[src/design/key_matrix_debounce_unit_assert.svh]
// Assertion macros shared by the key matrix debounce design.
// Both forms sample on the rising edge of clk and are disabled while arst_n is low.
`ifndef KEY_MATRIX_DEBOUNCE_UNIT_ASSERT_SVH
`define KEY_MATRIX_DEBOUNCE_UNIT_ASSERT_SVH
`ifndef NO_ASSERTIONS
`define KMD_ASSERT_SAME(label, ante, cons) \
	label: assert property (@(posedge clk) disable iff (!arst_n) (ante) |-> (cons)) \
		else $error("key matrix debounce check failed");
`define KMD_ASSERT_NEXT(label, ante, cons) \
	label: assert property (@(posedge clk) disable iff (!arst_n) (ante) |=> (cons)) \
		else $error("key matrix debounce check failed");
`else
`define KMD_ASSERT_SAME(label, ante, cons)
`define KMD_ASSERT_NEXT(label, ante, cons)
`endif
`endif

[src/design/kmd_pkg.sv]
package kmd_pkg;

	localparam int DRV_W = 4;
	localparam int SNS_W = 4;
	localparam int LEVEL_W = 16;
	localparam int CNT_W = 16;
	localparam int SLU_W = 5;
	localparam int PADDR_W = 3;
	localparam int PDATA_W = 32;

	localparam logic [CNT_W-1:0] CNT_MAX = '1;
	localparam logic [CNT_W-1:0] DEBOUNCE_RESET = 16'd1;
	localparam logic [SLU_W-1:0] LANES_RESET = 5'd16;

	typedef enum logic {
		REG_DEBOUNCE = 1'b0,
		REG_LANES = 1'b1
	} reg_idx_t;

	typedef struct packed {
		logic rd_en;
		logic wr_en;
		logic seed;
		logic hit;
		logic row_vld;
		logic [CNT_W-1:0] thr;
	} lane_ctrl_t;

	typedef struct packed {
		logic pressed;
		logic [CNT_W-1:0] count;
	} cell_t;

endpackage

[src/design/kmd_lane.sv]
module kmd_lane #(
	parameter int DEPTH = 16,
	parameter int AW = 4
) (
	input  logic clk,
	input  kmd_pkg::lane_ctrl_t ctrl,
	input  logic [AW-1:0] rd_addr,
	input  logic [AW-1:0] wr_addr,
	input  logic lane_on,
	input  logic level,
	output logic evt,
	output logic new_pressed
);
	import kmd_pkg::*;

	cell_t mem [DEPTH];
	cell_t entry_s1;
	cell_t fwd_q;
	cell_t cur;
	cell_t nxt;
	logic raw;
	logic [CNT_W-1:0] inc;

	always_ff @(posedge clk) begin
		if (ctrl.wr_en) begin
			mem[wr_addr] <= nxt;
		end
		if (ctrl.rd_en) begin
			entry_s1 <= mem[rd_addr];
			fwd_q <= nxt;
		end
	end

	always_comb begin
		if (ctrl.hit) begin
			cur = fwd_q;
		end else if (ctrl.row_vld) begin
			cur = entry_s1;
		end else begin
			cur = '0;
		end
		raw = ~level;
		inc = (cur.count == CNT_MAX) ? cur.count : cur.count + 1'b1;
		nxt = cur;
		evt = 1'b0;
		if (lane_on) begin
			if (ctrl.seed) begin
				nxt.pressed = raw;
			end else if (raw == cur.pressed) begin
				nxt.count = '0;
			end else if (inc >= ctrl.thr) begin
				nxt.pressed = raw;
				nxt.count = '0;
				evt = 1'b1;
			end else begin
				nxt.count = inc;
			end
		end
		new_pressed = nxt.pressed;
	end

endmodule

[src/design/kmd_drain.sv]
module kmd_drain #(
	parameter int LANES = 16
) (
	input  logic clk,
	input  logic arst_n,
	input  logic load,
	input  logic [LANES-1:0] mask,
	input  logic [LANES-1:0] pressed,
	input  logic [kmd_pkg::DRV_W-1:0] drive,
	output logic can_load,
	output logic out_valid,
	input  logic out_ready,
	output logic [kmd_pkg::DRV_W-1:0] event_drive,
	output logic [kmd_pkg::SNS_W-1:0] event_sense,
	output logic now_pressed,
	output logic last_event
);
	import kmd_pkg::*;

	logic vld_q;
	logic [LANES-1:0] mask_q;
	logic [LANES-1:0] pressed_q;
	logic [DRV_W-1:0] drive_q;
	logic [LANES-1:0] low_bit;
	logic [LANES-1:0] rest;
	logic [SNS_W-1:0] idx;
	logic taken;

	always_comb begin
		low_bit = mask_q & (~mask_q + 1'b1);
		rest = mask_q & ~low_bit;
		idx = '0;
		for (int i = 0; i < LANES; i++) begin
			if (low_bit[i]) begin
				idx = idx | SNS_W'(i);
			end
		end
	end

	assign taken = vld_q && out_ready;
	assign can_load = !vld_q || (taken && (rest == '0));

	always_ff @(posedge clk or negedge arst_n) begin
		if (!arst_n) begin
			vld_q <= 1'b0;
		end else if (load && can_load) begin
			vld_q <= 1'b1;
		end else if (taken) begin
			vld_q <= (rest != '0);
		end
	end

	always_ff @(posedge clk) begin
		if (load && can_load) begin
			mask_q <= mask;
			pressed_q <= pressed;
			drive_q <= drive;
		end else if (taken) begin
			mask_q <= rest;
		end
	end

	assign out_valid = vld_q;
	assign event_drive = drive_q;
	assign event_sense = idx;
	assign now_pressed = |(pressed_q & low_bit);
	assign last_event = (rest == '0);

endmodule

[src/design/key_matrix_debounce_unit.sv]
// Key matrix debouncer: each input transaction carries one drive line's index and the
// active-low levels of its sense lines; every key keeps a debounced pressed bit and a
// disagree counter, and a flip leaves as one output transaction, lowest sense line first,
// the final one of a row marked by last_event. A row that raises no event never waits in the
// compute stage. A row that raises k events holds the output register for k accepted output
// transactions, one event each, and a following row that raises events waits in the compute
// stage until the last of them is taken. A new row is therefore taken every cycle while each
// row raises at most one event and the output is not stalled. The first event of a row passes
// the compute stage and is registered in the output register when that register is free.
// Each sense lane has its own key state memory of MAX_DRIVE entries with one read and one
// write port, read when a row is accepted and written back when the row leaves the compute
// stage, with forwarding between successive rows.
// State after reset is all released with cleared counters, tracked by one valid bit per
// drive line, so no clearing pass is needed. Seed transactions overwrite a row's pressed bits
// without events, and drive indexes at or above MAX_DRIVE are accepted and ignored.
`include "key_matrix_debounce_unit_assert.svh"
module key_matrix_debounce_unit #(
	parameter int MAX_DRIVE = 16,
	parameter int MAX_SENSE = 16
) (
	input  logic clk,
	input  logic arst_n,
	input  logic psel,
	input  logic penable,
	input  logic pwrite,
	input  logic [kmd_pkg::PADDR_W-1:0] paddr,
	input  logic [kmd_pkg::PDATA_W-1:0] pwdata,
	output logic [kmd_pkg::PDATA_W-1:0] prdata,
	output logic pready,
	input  logic in_valid,
	output logic in_ready,
	input  logic [kmd_pkg::DRV_W-1:0] drive_index,
	input  logic [kmd_pkg::LEVEL_W-1:0] sense_levels,
	input  logic seed,
	output logic out_valid,
	input  logic out_ready,
	output logic [kmd_pkg::DRV_W-1:0] event_drive,
	output logic [kmd_pkg::SNS_W-1:0] event_sense,
	output logic now_pressed,
	output logic last_event
);
	import kmd_pkg::*;

	localparam int LANES = (MAX_SENSE < 16) ? MAX_SENSE : 16;
	localparam int AW = (MAX_DRIVE > 1) ? $clog2(MAX_DRIVE) : 1;

	logic [CNT_W-1:0] debounce_q;
	logic [SLU_W-1:0] lanes_q;
	logic cfg_wr;
	reg_idx_t cfg_idx;

	logic [MAX_DRIVE-1:0] row_vld_q;
	logic s1_vld_q;
	logic [DRV_W-1:0] drive_s1;
	logic [LEVEL_W-1:0] levels_s1;
	logic seed_s1;
	logic hit_s1;
	logic rowv_s1;
	logic [AW-1:0] addr_s1;

	logic acc;
	logic in_range;
	logic [AW+DRV_W-1:0] addr_ext;
	logic [AW-1:0] in_addr;
	logic s1_adv;
	logic drain_ok;
	logic [LANES-1:0] evt;
	logic [LANES-1:0] prs;
	lane_ctrl_t ctrl;

	assign cfg_idx = reg_idx_t'(paddr[2]);
	assign cfg_wr = psel && penable && pwrite;
	assign pready = 1'b1;

	always_comb begin
		case (cfg_idx)
			REG_DEBOUNCE: prdata = PDATA_W'(debounce_q);
			REG_LANES: prdata = PDATA_W'(lanes_q);
			default: prdata = '0;
		endcase
	end

	always_ff @(posedge clk or negedge arst_n) begin
		if (!arst_n) begin
			debounce_q <= DEBOUNCE_RESET;
			lanes_q <= LANES_RESET;
		end else if (cfg_wr) begin
			case (cfg_idx)
				REG_DEBOUNCE: debounce_q <= pwdata[CNT_W-1:0];
				REG_LANES: lanes_q <= pwdata[SLU_W-1:0];
				default: ;
			endcase
		end
	end

	assign addr_ext = {{AW{1'b0}}, drive_index};
	assign in_addr = addr_ext[AW-1:0];
	assign in_range = 32'(drive_index) < MAX_DRIVE;

	assign s1_adv = s1_vld_q && ((evt == '0) || drain_ok);
	assign in_ready = !s1_vld_q || s1_adv;
	assign acc = in_valid && in_ready;

	always_ff @(posedge clk or negedge arst_n) begin
		if (!arst_n) begin
			s1_vld_q <= 1'b0;
			row_vld_q <= '0;
		end else begin
			if (in_ready) begin
				s1_vld_q <= acc && in_range;
			end
			if (s1_adv) begin
				row_vld_q[addr_s1] <= 1'b1;
			end
		end
	end

	always_ff @(posedge clk) begin
		if (acc) begin
			drive_s1 <= drive_index;
			levels_s1 <= sense_levels;
			seed_s1 <= seed;
			addr_s1 <= in_addr;
			rowv_s1 <= row_vld_q[in_addr];
			hit_s1 <= s1_adv && (addr_s1 == in_addr);
		end
	end

	always_comb begin
		ctrl.rd_en = acc;
		ctrl.wr_en = s1_adv;
		ctrl.seed = seed_s1;
		ctrl.hit = hit_s1;
		ctrl.row_vld = rowv_s1;
		ctrl.thr = (debounce_q == '0) ? CNT_W'(1) : debounce_q;
	end

	for (genvar l = 0; l < LANES; l++) begin : g_lane
		kmd_lane #(
			.DEPTH(MAX_DRIVE),
			.AW(AW)
		) u_lane (
			.clk(clk),
			.ctrl(ctrl),
			.rd_addr(in_addr),
			.wr_addr(addr_s1),
			.lane_on(SLU_W'(l) < lanes_q),
			.level(levels_s1[l]),
			.evt(evt[l]),
			.new_pressed(prs[l])
		);
	end

	kmd_drain #(
		.LANES(LANES)
	) u_drain (
		.clk(clk),
		.arst_n(arst_n),
		.load(s1_vld_q && (evt != '0)),
		.mask(evt),
		.pressed(prs),
		.drive(drive_s1),
		.can_load(drain_ok),
		.out_valid(out_valid),
		.out_ready(out_ready),
		.event_drive(event_drive),
		.event_sense(event_sense),
		.now_pressed(now_pressed),
		.last_event(last_event)
	);

	`KMD_ASSERT_NEXT(a_row_drains_on, out_valid && out_ready && !last_event, out_valid)
	`KMD_ASSERT_NEXT(a_events_reach_output, s1_adv && (evt != '0), out_valid)
	`KMD_ASSERT_SAME(a_event_drive_in_range, out_valid, 32'(event_drive) < MAX_DRIVE)

endmodule

[config.mk]
export PLATFORM = sky130hd
export DESIGN_NAME = key_matrix_debounce_unit
export DESIGN_NICKNAME = d
export VERILOG_FILES = /design/src/design/kmd_pkg.sv /design/src/design/kmd_lane.sv /design/src/design/kmd_drain.sv /design/src/design/key_matrix_debounce_unit.sv
export VERILOG_INCLUDE_DIRS = /design/src /design/src/design
export SDC_FILE = /design/constraint.sdc
export NUM_CORES = 2
export LEC_CHECK = 0
export BUFFER_PORTS_ARGS = -buffer_cell sky130_fd_sc_hd__buf_2
export CORE_ASPECT_RATIO = 0.8
export CORE_UTILIZATION = 40
export DETAILED_ROUTE_END_ITERATION = 12
export SYNTH_ARGS = -nofsm -noshare
export SYNTH_HDL_FRONTEND = slang
export SYNTH_MEMORY_MAX_BITS = 65536
export SYNTH_SLANG_ARGS = --single-unit
[constraint.sdc]
create_clock -name clk -period 46.4 [get_ports clk]
set_clock_uncertainty 0.2 [all_clocks]
set_input_delay 4.64 -clock clk [delete_from_list [all_inputs] [get_ports clk]]
set_output_delay 4.64 -clock clk [all_outputs]
set_load 0.01 [all_outputs]
[After elaboration in Yosys (flattened, before gate mapping)]
Memories as Yosys holds them, arrays and structs flattened. A register that Yosys moved wholly into a read port is not among the register bits.
Cells that the tools add are included.
Word-level totals
  flip-flop bits (word level): 370
  bits in latches: 0
  bits in writable memories: 4352
  bits in read-only memories: 0
  bits of input ports: 63
  logic and storage cells: 444
  memories: 16
Memories
  g_lane[0].u_lane.mem: words 16, width 17, read ports 1, clocked after memory_dff 1, write ports 1, line kmd_lane.sv:16  | cell_t mem [DEPTH];
  g_lane[10].u_lane.mem: words 16, width 17, read ports 1, clocked after memory_dff 1, write ports 1, line kmd_lane.sv:16
  g_lane[11].u_lane.mem: words 16, width 17, read ports 1, clocked after memory_dff 1, write ports 1, line kmd_lane.sv:16
  g_lane[12].u_lane.mem: words 16, width 17, read ports 1, clocked after memory_dff 1, write ports 1, line kmd_lane.sv:16
  g_lane[13].u_lane.mem: words 16, width 17, read ports 1, clocked after memory_dff 1, write ports 1, line kmd_lane.sv:16
  g_lane[14].u_lane.mem: words 16, width 17, read ports 1, clocked after memory_dff 1, write ports 1, line kmd_lane.sv:16
  +10 memories
Operators by class
  add/sub/neg operators: 17
  multipliers: 0
  divide/modulo/power cells: 0
  magnitude comparators: 35
  equal/unequal tests: 33
  shift-type cells: 0
  multiplexer cells: 251
  bitwise gates (word level): 23
  reductions and logical operators: 24
Operator list (number)
  $mux W16: 67
  $mux W17: 48
  $add A16 B1 Y16 const B: 17
  $eq A16 B16 Y1 const B: 16
  $ge A16 B16 Y1: 16
  $mux W1: 119
  $pmux W32 S2: 1
  $and A16 B16 Y16: 3
  $logic_not A16 Y1: 3
  $lt A4 B5 Y1 const A: 8
  $mux W4: 8
  $not A16 Y16: 2
  $reduce_bool A16 Y1: 2
  $lt A3 B5 Y1 const A: 4
  $not A1 Y1: 17
  $eq A1 B1 Y1: 16
  $or A16 B16 Y16: 1
  $reduce_or A16 Y1: 1
  $mux W3: 4
  $logic_and A1 B1 Y1: 10
  $lt A1 B5 Y1 const A: 2
  $lt A2 B5 Y1 const A: 2
  $lt A4 B5 Y1 const B: 2
  $bmux W1 S4: 1
  other kinds (8): 13

[Longest topological paths before layout]
  depth in word-level cells: 18
  depth in mapped cells: 27
  depth with buffers taken out: 20

[By module]
From an unflattened synthesis, not the netlist that was laid out.
Unflattened totals
  cells, all modules: 11177
  area, all modules: 209549.7 µm²
Modules (own cells, without submodules)
  kmd_lane at g_lane[15].u_lane ...: instances 10, cells each 676, area an instance 12797.3 µm²
  kmd_lane at g_lane[11].u_lane ...: instances 4, cells each 665, area an instance 12776.0 µm²
  kmd_lane at g_lane[0].u_lane ...: instances 2, cells each 669, area an instance 12787.3 µm²
  key_matrix_debounce_unit: instances 1, cells each 238, area an instance 2937.8 µm²
  kmd_drain: instances 1, cells each 181, area an instance 1960.6 µm²

[Worst setup path after synthesis]
OpenSTA, ideal clock, no wires.
  kind: input to register
  from: input port out_ready
  to: register addr_s1[0], enable pin
  setup time: 2375 ps
  data arrival time: 45965 ps
  required time: 43825 ps
  slack: -2139 ps
  stages: 5
  path buffers: 1
  path through: inv_1 -> o31ai_2 -> o21ba_1 -> clkbuf_1 -> a21boi_0
Between the ends
  longest elaborated chain between the ends: 7
RTL lines
  start, declared: line key_matrix_debounce_unit.sv:36  | input logic out_ready,
  $logic_and A1 B1 Y1: line kmd_drain.sv:40  | assign taken = vld_q && out_ready;
  $logic_and A1 B1 Y1: line kmd_drain.sv:41  | assign can_load = !vld_q || (taken && (rest == '0));
  $logic_or A1 B1 Y1: line kmd_drain.sv:41
  $logic_or A1 B1 Y1: line key_matrix_debounce_unit.sv:100  | assign s1_adv = s1_vld_q && ((evt == '0) || drain_ok);
  $logic_and A1 B1 Y1: line key_matrix_debounce_unit.sv:100
  $logic_or A1 B1 Y1: line key_matrix_debounce_unit.sv:101  | assign in_ready = !s1_vld_q || s1_adv;
  $logic_and A1 B1 Y1: line key_matrix_debounce_unit.sv:102  | assign acc = in_valid && in_ready;
  net acc: line key_matrix_debounce_unit.sv:61  | logic acc;
  end signal, assigned: line key_matrix_debounce_unit.sv:123  | addr_s1 <= in_addr;
  end, declared: line key_matrix_debounce_unit.sv:59  | logic [AW-1:0] addr_s1;
The timed path passes the listed nets, and every way through them passes these cells.
A chain may end at the register's enable or synchronous reset.

[Final worst setup path]
  from: register hit_s1
  to: output port in_ready
Between the ends
  longest elaborated chain between the ends: 12
RTL lines
  start, declared: line key_matrix_debounce_unit.sv:57  | logic hit_s1;
  start signal, assigned: line key_matrix_debounce_unit.sv:125  | hit_s1 <= s1_adv && (addr_s1 == in_addr);
  $mux W17: line kmd_lane.sv:35  | if (ctrl.hit) begin
  $add A16 B1 Y16 or $eq A16 B16 Y1 (tied branches): line kmd_lane.sv:43  | inc = (cur.count == CNT_MAX) ? cur.count : cur.count + 1'b1;
  $mux W16: line kmd_lane.sv:43
  $ge A16 B16 Y1: line kmd_lane.sv:51  | end else if (inc >= ctrl.thr) begin
  $mux W1: line kmd_lane.sv:51
  $mux W1: line kmd_lane.sv:49  | end else if (raw == cur.pressed) begin
  $mux W1: line kmd_lane.sv:47  | if (ctrl.seed) begin
  $mux W1: line kmd_lane.sv:46  | if (lane_on) begin
  $logic_not A16 Y1 (*): line key_matrix_debounce_unit.sv:100
  $logic_or A1 B1 Y1 (*): line key_matrix_debounce_unit.sv:100
  $logic_and A1 B1 Y1 (*): line key_matrix_debounce_unit.sv:100
  $logic_or A1 B1 Y1 (*): line key_matrix_debounce_unit.sv:101
  end, declared: line key_matrix_debounce_unit.sv:31  | output logic in_ready,
Every way passes the cells marked *; elsewhere a longest branch is shown, timed or not.

==> flow_summary_export.csv <==
group,metric,value,unit
final_layout,drive_above_1_share,23.3,%
setup_path,crit_path_end_kind,"primary output",
timing,tightest_slew,1.36,ns
setup_path,slowest_stage,"and2b_4",
setup_path,critPathRequiredTime,41.56,ns
clocking,cts_tree,"done",
job,max_cap_violations,0,
placed_design,io_buffers,72,
hold_path,min_from,"row_vld_q[15]",
clocking,clk_pin_slew,0.06,ns
route,drt-total-wl,514000,um
synth,ys.flop_type,"edfxtp_1",
timing,fmax,0.0732,GHz
setup_path,critPathMaxFanout,44,
timing,setup_tns,0,ns
setup_path,cpMostUsedCell,"buf_4",
synth,synth.most_common_cell,"edfxtp_1",
synth,synth.distinct_cells,96,
synth,synth-edff-count,4955,
pwr,irDropWorstVdd,0.0762,mV
synth,ys_warn_count,0,
die,rows,233,
die,core_region_area,505000,um2
global_route,track_usage,19.8,%
synth,netlist_top_cells_area,"edfxtp_1 (73%), mux4_2 (15%), ha_1 (1.7%)",
synth,synth_top_area_share,73.2,%
setup_path,reg2regPathDepth,27,
setup_path,path_cells,"and2b_4, buf_4, buf_12, a22o_1, ha_1, inv_1, a221oi_1, and4b_1, nand2_1, nand2b_1, nor2_1, xnor2_1, ha_1, a211oi_1, nor2_1, a211oi_1, o21ai_0, buf_4, a22oi_1, nand4_1, o21ba_2, buf_4, nand2_1, buf_2",
hold_path,hold_class,"reg2reg",
route,vias,103000,
hold_path,holdPathStages,1,
pwr,pwr-share-seq,47.4,%
global_route,grt_max_degree,153,
die,die-area,511000,um2
placed_design,dp_hpwl,271000,um
route,wl_per_cell,29.3,um
pwr,p_switching,0.00508,W
clocking,post_cts_buffers,0,
final_layout,syn2layout_area_growth,12.2,%
pwr,pwr-share-comb,27.9,%
die,fp.dieW,799,um
clocking,cts-root-buf,"clkbuf_16",
synth,synth_area,203000,um2
global_route,grt_pass1_wl,743000,um
timing,period_share,29.4,%
final_layout,fin_nets,10800,
die,die_h,640,um
setup_path,slowest_delay,0.70,ns
clocking,cts.htree.levels,5,
clocking,numCtsBuffers,469,
timing,relSlewSlack,9.38,%
synth,synth_seq_cells,4994,
pwr,power_leakage,72.3,nW
setup_path,regToRegSetupSlack,34.48,ns
clocking,cts.path.max_buffers,4,
pwr,switching_share,33.0,%
placed_design,place.gp.congestion,0.863,
global_route,grt-ovfl-total,0,
setup_path,r2r_end,"g_lane[4].u_lane.mem[11][4]",
synth,yosysTopAreaCell,"edfxtp_1",
clocking,clkSinkCount,4994,
route,drt_first_pass_iters,8,
synth,syn_avg_cell_area,20.2,um2
pwr,intPower,0.0103,W
pwr,p_per_area,67.5,nW/um2
setup_path,reg2reg_from,"hit_s1",
clocking,ctsResizeCount,0,
setup_path,critPathLaunchType,"flip-flop",
setup_path,arrival,8.82,ns
route,drc,0,
global_route,grt_pass1_vias,104000,
timing,hold_viol_final,0,
die,ioPinCount,108,
synth,synth_common_cells,"edfxtp_1 (4955), mux4_2 (1329), nand2_1 (470), clkbuf_1 (296), nor2_1 (292)",
synth,async_flop_share,0.781,%
timing,rsz0062_at_grt,"no",
route,ant_nets,0,
clocking,insertion_delay,1.04,ns
clocking,hold_buffers,0,
timing,finalCriticalPeriod,13.66,ns
die,start_util,40.3,%
placed_design,dp_cells,16700,
global_route,antenna_found_initial,21,
hold_path,worstHoldEndpoint,"row_vld_q[15]",
run_status,outcome,"finished, final reports clean",
setup_path,worst-setup-path-type,"reg2out",
final_layout,fin_cells,17600,
pwr,clkPwrFrac,24.7,%
timing,maxSlewViolCount,0,
synth,syn_inst,10100,
synth,synth-seq-area-share,73.7,%
route,drt_first_iter_violations,11200,
timing,setup_violations,0,
route,via_per_inst,5.87,
## cell families (layout without fill, tap and decap cells)
| family | after synthesis | count (layout) | synth area share, % |
|---|---|---|---|
| buf+inv | 582 | 1322 | 1.19 |
| simple gates | 1429 | 1429 | 3.49 |
| other cells | 2 | 40 | 0.00370 |
| compound gates | 1170 | 1170 | 3.82 |
| fa+ha+maj | 273 | 273 | 1.68 |
| flops | 4994 | 4994 | 73.7 |
| mux | 1445 | 1445 | 15.3 |
| xor+xnor | 184 | 184 | 0.793 |
## worst max-delay path, delay by kind of cell (launching register included)
family / cells / cell delay [ns]
xor+xnor: 1 / 0.22
compound gates: 7 / 2.17
buf+inv: 6 / 1.80
fa+ha+maj: 2 / 0.56
simple gates: 8 / 2.39
flops: 1 / 0.43
## registers in the layout, summed over array words and instances, names as in the netlist, 4 cells and up
register and count:
addr_s1 4, debounce_q 16, g_lane.u_lane.entry_s1 272, g_lane.u_lane.fwd_q 272, g_lane.u_lane.mem 4352, lanes_q 5, levels_s1 16, row_vld_q 16
u_drain.event_drive 4, u_drain.mask_q 16, u_drain.pressed_q 16
## cell usage in the layout, fill, tap and decap left out, drive strengths merged, types with 30 or more instances in the layout
master / Yosys / final
edfxtp: 4955 / 4955
mux4: 1329 / 1329
clkbuf: 296 / 549
nand2: 470 / 470
buf: 221 / 392
nor2: 293 / 293
a21oi: 283 / 283
ha: 272 / 272
o21ai: 264 / 264
clkinv: 2 / 238
nand3: 167 / 167
a22oi: 143 / 143
a22o: 117 / 117
xnor2: 102 / 102
mux2i: 85 / 85
xor2: 82 / 82
inv: 63 / 82
o2bb2ai: 64 / 64
nor2b: 59 / 59
nor3: 59 / 59
nand4: 52 / 52
and2: 52 / 52
a211oi: 49 / 49
nand3b: 48 / 48
bufinv: 0 / 45
o21a: 42 / 42
nand4b: 41 / 41
nand2b: 41 / 41
dfrtp: 37 / 37
mux2: 31 / 31
or2: 30 / 30
## routing by layer
metal | part of all wire [%] | track usage [%] | wire (um) | up-vias
li1 | - | - | - | 42900
met1 | 42 | 27.9 | 218000 | 55500
met2 | 49 | 32.7 | 250000 | 3813
met3 | 6.5 | 2.64 | 33300 | 746
met4 | 2.6 | 5.25 | 13600 | 0
met5 | 0 | 0 | 0 | -
## worst max-delay path by stage
stage          slack (ns)  startpoint  cells past startpoint         end
2_1_floorplan       12.78   out_ready                      5  addr_s1[0]
4_1_cts             32.63      hit_s1                     24    in_ready
5_1_grt             32.05      hit_s1                     24    in_ready
3_5_place_dp        33.79      hit_s1                     24    in_ready
6_report            32.74      hit_s1                     24    in_ready
3_3_place_gp        33.84      hit_s1                     24    in_ready
## stage by stage
stage	total power [W]	setup WS (ns)	instance area (um2)	hold slack [ns]	utilization, %
floorplan	0.0106	12.78	203000	0.221	-
global placement	0.0115	33.84	213000	0.253	42.2
detailed placement	0.0117	33.79	213000	0.263	42.2
CTS	0.0155	32.63	228000	0.277	45.2
global route	0.0161	32.05	228000	0.302	45.2
finish	0.0154	32.74	228000	0.276	45.2
## final cells by class
type / count / area (um2)
clock buffer: 549 / 12100
timing repair buffer: 392 / 3170
antenna: 23 / 57.6
sequential: 4994 / 150000
inverter: 65 / 269
multi-input combinational: 4518 / 51300
tap: 6697 / 8380
fill: 42000 / 277000
clock inverter: 316 / 2930
## power by group through the flow
stage	Clock [W]	Combinational [W]	Sequential, W
2_1_floorplan	0	0.00259	0.00801
3_3_place_gp	0	0.00413	0.00734
3_5_place_dp	0	0.00428	0.00739
4_1_cts	0.00387	0.00429	0.00730
5_1_grt	0.00404	0.00467	0.00737
6_report	0.00380	0.00429	0.00730
(Power assumes the default switching activity.)
